## config.mk

```make
export PLATFORM = sky130hd
export DESIGN_NAME = icfe_div
export DESIGN_NICKNAME = d
export VERILOG_FILES = /design/src/rtl/icfe_pkg.sv /design/src/rtl/icfe_div.sv
export SDC_FILE = /design/constraint.sdc
export NUM_CORES = 2
export LEC_CHECK = 0
export BUFFER_PORTS_ARGS = -buffer_cell sky130_fd_sc_hd__buf_2
export CAP_MARGIN = 15
export CORE_ASPECT_RATIO = 0.9
export CORE_UTILIZATION = 41
export CTS_BUF_LIST = sky130_fd_sc_hd__clkbuf_8
export CTS_CLUSTER_SIZE = 30
export DETAILED_ROUTE_END_ITERATION = 8
export PLACE_DENSITY = 0.6
export SETUP_SLACK_MARGIN = 0.4
export SYNTH_ARGS = -nofsm -noshare
export SYNTH_HDL_FRONTEND = slang
export SYNTH_SLANG_ARGS = --single-unit
```

## constraint.sdc

```tcl
create_clock -name clk -period 3.95 [get_ports clk]
set_clock_uncertainty 0.2 [all_clocks]
set_input_delay 0.395 -clock clk [delete_from_list [all_inputs] [get_ports clk]]
set_output_delay 0.395 -clock clk [all_outputs]
set_load 0.005 [all_outputs]
```

## src/rtl/icfe_pkg.sv

```systemverilog
// Package for the impedance command frame encoder.
// Holds the item and register types, code widths, register indexes and helpers.
// No dependencies.
package icfe_pkg;

  localparam int POSITION_BITS = 16;
  localparam int SPEED_BITS = 12;
  localparam int DAMPING_BITS = 9;
  localparam int TORQUE_BITS = 12;
  localparam int STIFF_BITS = 12;

  localparam logic [31:0] STIFF_MAX = 32'd32768000;
  localparam logic [31:0] DAMP_MAX = 32'd327680;

  // The gain ranges are a power of two times 125 and times 5. The power of two
  // is a shift and the odd factor is a reciprocal multiplication, exact here.
  localparam int STIFF_SHIFT = 18;
  localparam logic [19:0] STIFF_REC = 20'd536871;
  localparam int STIFF_REC_SHIFT = 26;
  localparam int DAMP_SHIFT = 16;
  localparam logic [11:0] DAMP_REC = 12'd3277;
  localparam int DAMP_REC_SHIFT = 14;

  localparam int NUM_W = 48;
  localparam int DEN_W = 32;
  localparam int QUO_W = 16;
  localparam int DIV_STAGES = QUO_W;
  localparam int LATENCY = DIV_STAGES + 7;

  localparam logic [31:0] DIV10_MUL = 32'd3435973836;
  localparam int DIV10_SHIFT = 35;

  localparam logic [1:0] MODE_OPEN = 2'd0;
  localparam logic [1:0] MODE_CLOSED = 2'd1;
  localparam logic [1:0] MODE_IMPEDANCE = 2'd2;
  localparam logic [1:0] MODE_SILENT = 2'd3;

  localparam logic [2:0] REG_DRIVE_MODE = 3'd0;
  localparam logic [2:0] REG_POSITION_LIMIT = 3'd1;
  localparam logic [2:0] REG_SPEED_LIMIT = 3'd2;
  localparam logic [2:0] REG_TORQUE_LIMIT = 3'd3;
  localparam logic [2:0] REG_ZERO_OFFSET = 3'd4;
  localparam logic [2:0] REG_COULOMB_FRICTION = 3'd5;
  localparam logic [2:0] REG_VISCOUS_FRICTION = 3'd6;
  localparam logic [2:0] REG_INERTIA = 3'd7;

  typedef struct packed {
    logic signed [31:0] target_torque;
    logic signed [31:0] target_position;
    logic signed [31:0] target_speed;
    logic signed [31:0] stiffness_gain;
    logic signed [31:0] damping_gain;
    logic signed [31:0] measured_torque;
    logic signed [31:0] measured_speed;
    logic signed [31:0] measured_accel;
    logic               drive_enabled;
    logic               feedback_present;
  } cmd_in_t;

  typedef struct packed {
    logic [63:0]        command_frame;
    logic signed [31:0] control_torque;
  } cmd_out_t;

  typedef struct packed {
    logic [1:0]         drive_mode;
    logic [30:0]        position_limit;
    logic [30:0]        speed_limit;
    logic [30:0]        torque_limit;
    logic signed [31:0] zero_offset;
    logic signed [31:0] coulomb_friction;
    logic signed [31:0] viscous_friction;
    logic signed [31:0] inertia;
  } cfg_t;

  typedef struct packed {
    logic signed [31:0] torque;
    logic signed [31:0] kp;
    logic signed [31:0] kd;
    logic signed [32:0] pos_sum;
    logic signed [31:0] speed;
  } torq_t;

  function automatic logic signed [31:0] sat32(input logic signed [50:0] v);
    logic signed [31:0] r;
    if (v > 51'sd2147483647) begin
      r = 32'sh7FFFFFFF;
    end else if (v < -51'sd2147483648) begin
      r = 32'sh80000000;
    end else begin
      r = v[31:0];
    end
    return r;
  endfunction

  // Clamps x to [-l, l] and returns the offset from -l.
  function automatic logic [31:0] clamp_sym(input logic signed [32:0] x,
                                            input logic [30:0] l);
    logic signed [32:0] ls;
    logic signed [32:0] sum;
    logic [31:0] r;
    ls = $signed({2'b00, l});
    sum = x + ls;
    if (x > ls) begin
      r = {l, 1'b0};
    end else if (x < -ls) begin
      r = '0;
    end else begin
      r = sum[31:0];
    end
    return r;
  endfunction

  function automatic logic [31:0] clamp_gain(input logic signed [31:0] x,
                                             input logic [31:0] mx);
    logic [31:0] r;
    if (x[31]) begin
      r = '0;
    end else if ($unsigned(x) > mx) begin
      r = mx;
    end else begin
      r = $unsigned(x);
    end
    return r;
  endfunction

  function automatic logic [30:0] fix_limit(input logic [30:0] l);
    return (l == '0) ? 31'd1 : l;
  endfunction

endpackage

```

## src/rtl/icfe_div.sv

```systemverilog
// Pipelined restoring divider, one quotient bit per register stage.
// The quotient must fit in QUO_W bits. Uses icfe_pkg.
module icfe_div (
  input  logic                          clk,
  input  logic [icfe_pkg::NUM_W-1:0]    num,
  input  logic [icfe_pkg::DEN_W-1:0]    den,
  output logic [icfe_pkg::QUO_W-1:0]    quo
);

  localparam int NW = icfe_pkg::NUM_W;
  localparam int DW = icfe_pkg::DEN_W;
  localparam int QW = icfe_pkg::QUO_W;
  localparam int NS = icfe_pkg::DIV_STAGES;

  logic [DW-1:0] rem [1:NS];
  logic [QW-1:0] low [1:NS];
  logic [DW-1:0] dd  [1:NS];
  logic [QW-1:0] qq  [1:NS];

  for (genvar k = 0; k < NS; k++) begin : g_stage
    logic [DW-1:0] rem_in;
    logic [QW-1:0] low_in;
    logic [DW-1:0] dd_in;
    logic [QW-1:0] qq_in;
    logic [DW:0]   sh;
    logic [DW:0]   diff;
    logic          ge;

    if (k == 0) begin : g_first
      assign rem_in = num[NW-1:QW];
      assign low_in = num[QW-1:0];
      assign dd_in = den;
      assign qq_in = '0;
    end else begin : g_next
      assign rem_in = rem[k];
      assign low_in = low[k];
      assign dd_in = dd[k];
      assign qq_in = qq[k];
    end

    assign sh = {rem_in, low_in[QW-1]};
    assign ge = sh >= {1'b0, dd_in};
    assign diff = sh - {1'b0, dd_in};

    always_ff @(posedge clk) begin
      rem[k+1] <= ge ? diff[DW-1:0] : sh[DW-1:0];
      low[k+1] <= {low_in[QW-2:0], 1'b0};
      dd[k+1] <= dd_in;
      qq[k+1] <= {qq_in[QW-2:0], ge};
    end
  end

  assign quo = qq[NS];

endmodule

```

==> results.toml <==
[worst_hold_path]
hp-start = "low[0][162]"
hold_depth = 0
hp-class = "flop to flop"
whs_endpoint = "low[0][178]"

[synthesis]
ys_types = 106
synth_enable_flop_cells = 0
yosysSeqAreaShare = 0.4265
syn_inst = 6119
synth_area_sq_um = 57080
ys_async_sr_fraction = 0
ys_seq_elements = 1216
synthesis.nets = 6727
yosys_warnings = 0
synth_area_leader_cell = "dfxtp_1"
yosysTopAreaCellShare = 0.4265
synth-main-ff-cell = "dfxtp_1"
ys_top_cells_by_area = "dfxtp_1 (43%), ha_1 (11%), a21oi_1 (4.4%), mux2_2 (4.3%), inv_1 (4.1%)"
avgSynthCellArea_sq_um = 9.328

[die]
rows = 129
core-area_sq_um = 137800
dieArea_sq_um = 140700
die_x_um = 395.3
die_y_um = 356.0
start_util = 0.4141
io_pins = 97

[power]
p_per_area_nw_per_um2 = 939.3
max-vdd-ir-drop_uv = 359.8
power_leakage_nw = 31.57
finalPower_mw = 63.60

[route]
drc = 0
firstDrtPassIters = 5
vias = 44520
avgViaCountPerCell = 5.193
detail-route-antenna-nets = 0
drt_wl_total_um = 152200
first_iter_violations = 3251
wire_per_inst_um = 17.76

[global_routing]
grt_max_degree = 66
grt_pass1_vias = 42550
grtUsageTotal = 0.2067
antenna_found_initial = 4
grt_pass1_wl_um = 232500
grt-ovfl-total = 0

[clock_network]
cts_root_buf = "clkbuf_8"
cts_buffers = 201
cts.sinks = 1216
clock_latency_ns = 0.94
cts_tree = "done"
clockBufferDepth = 3
clk_pin_slew_ns = 0.06
htree_levels = 4

[sta]
maxSlewViolCount = 0
hold_viol = 0
fin_crit_ns = 3.525
tightest_slew_ns = 0.8597
max_freq_ghz = 0.2837
max_slew_margin = 0.4208
finalCritPeriodShare = 0.8925
rsz0062_at_grt = "yes"
hold_ws_ns = 0.09165
finalSetupViolCount = 0
fin_tns_setup_ns = 0

[setup_path]
rrSetupSlack_ns = 0.42
reg2reg_from = "dd[0][200]"
start_kind = "flop"
worstSetupPathType = "flop to flop"
endpoint_kind = "flop"
path_max_fanout = 18
r2r_end = "rem[0][224]"
required_ns = 4.51
cp_data_arrival_time_ns = 4.08
worstRegToRegCells = 12

[placement]
hpwl_um = 114000
io_buffers = 96
finalWeightedCongestion = 0.9297
postPlaceCellArea_sq_um = 60010

[layout]
syn_to_final_growth_pct = 18.64
nFillCells = 12870
multiInputGateArea_sq_um = 30550
stdcell_area_sq_um = 67720
utilization = 0.4913
fin_nets = 7181
seq_area_sq_um = 24360
drive_above_1_share = 0.1491

[flow_run]
max_cap_viol_count = 0

[status]
status = "finished, final reports clean"
==> final cells by class <==
type                    instances  share of cell area
diodes                          4           0.0001478
clock buffers                 250             0.05081
clock inverters               115             0.01375
inverters                     626             0.03474
multi-input cells            4119              0.4512
flip-flops and latches       1216              0.3598
well taps                    1834             0.03389
repair buffers                409             0.05569
==> where the power goes <==
group | switching [mW] | internal (mW) | total (mW)
Combinational | 17.9 | 15.4 | 33.3
Sequential | 2.36 | 16.2 | 18.5
Clock | 5.20 | 6.54 | 11.7
==> per-stage QoR <==
step	cells	setup WS (ns)
2_1_floorplan	6119	0.8090
3_3_place_gp	7982	0.1200
3_5_place_dp	7982	0.1363
4_1_cts	8520	0.3043
5_1_grt	8570	0.2795
6_report	8573	0.4247
==> layout by cell type (no fill, tap or decap), types with 16 or more instances in the layout <==
cell           Yosys  layout
and2_1            19      19
o31ai_1           36      27
clkbuf_8           0     250
nor2b_1           73      68
nor3_1            78      71
inv_1            624     672
buf_12             0      23
buf_4             13     108
nand3_1          108     107
or2_2             19      19
xor2_1           173     173
o21ai_1           28      18
dfxtp_1         1216    1204
mux2_2           219     200
nand2b_1          63      63
nor2_1           336     335
a21o_1           273     272
ha_1             512     499
o21a_1            51      51
nand2_1          404     403
dlygate4sd3_1      0     164
a211oi_1          34      28
a31oi_1           63      55
o21ai_2            7      19
nor4_1            20      16
o211ai_1          19      19
o21ai_0          340     333
xnor2_1          235     235
mux2i_1           18      17
clkinv_2           0      29
o21bai_1          57      57
and3_1            51      51
nand4_1           85      85
a21oi_1          500     487
or3_1             17      17
buf_2             31      96
mux2_4             2      21
a31o_2            16      16
==> metal layers <==
metal  vias up  global-route usage  share of wire
met5         -                   0       0.000085
met4         2             0.07367          0.032
met3       261             0.03905          0.066
met2      1312              0.3063           0.41
met1     20710              0.2971           0.49
li1      22240                   -              -
==> registers in the layout (all words and copies together), names as in the netlist <==
name,cells
dd,480
rem,480
qq,136
low,120
==> worst max-delay path: stages (launching register included) <==
cell      delay [ns]
dfxtp_1         0.39
inv_1           0.06
ha_1            0.31
a2111o_1        0.42
or3_1           0.33
o21ai_2         0.24
o21ai_2         0.15
a22oi_2         0.27
a31oi_2         0.19
a21oi_4         0.22
inv_4           0.12
buf_12          0.17
mux2i_2         0.27
==> worst max-delay path by stage <==
stage / startpoint / end / slack [ns] / cells after the start
final: dd[0][200] / rem[0][224] / 0.42 / 12
after global placement: dd[0][218] / rem[0][224] / 0.12 / 14
after floorplan: low[0][119] / rem[0][282] / 0.81 / 13
after CTS: dd[0][217] / rem[0][224] / 0.30 / 14
after global routing: dd[0][199] / rem[0][224] / 0.28 / 13
after detailed placement: dd[0][218] / rem[0][224] / 0.14 / 14
==> cells by family after synthesis <==
family                     synth area share
AOI/OAI and AO/OA                    0.1808
xor gates and xnor gates            0.06261
adders and majority gates            0.1175
buffers and inverters               0.05441
DFF                                  0.4265
muxes                               0.04807
and+or+nand+nor                      0.1101
==> timing repair <==
item                                    in CTS  in global routing
endpoints found under the setup margin     181                359
pin swaps                                    9                 48
gates resized for setup                     34                173
buffers inserted                             8                 35
hold buffers                               164                  0
endpoints found under the hold margin       80                  0
cloned                                       1                 14
==> cell usage after synthesis (28+ instances only) <==
cell type  number
mux2_2        219
xor2_1        173
o21ai_0       340
and3_1         51
o21bai_1       57
a31oi_1        63
nand3_1       108
xnor2_1       235
nand2_1       404
a21oi_1       500
o21ai_1        28
o31ai_1        36
buf_2          31
dfxtp_1      1216
nor2b_1        73
nand2b_1       63
clkbuf_1      105
a21o_1        273
nor3_1         78
o21a_1         51
inv_1         624
nand4_1        85
ha_1          512
a211oi_1       34
nor2_1        336
No activity file was read; power rests on OpenSTA's default activity.
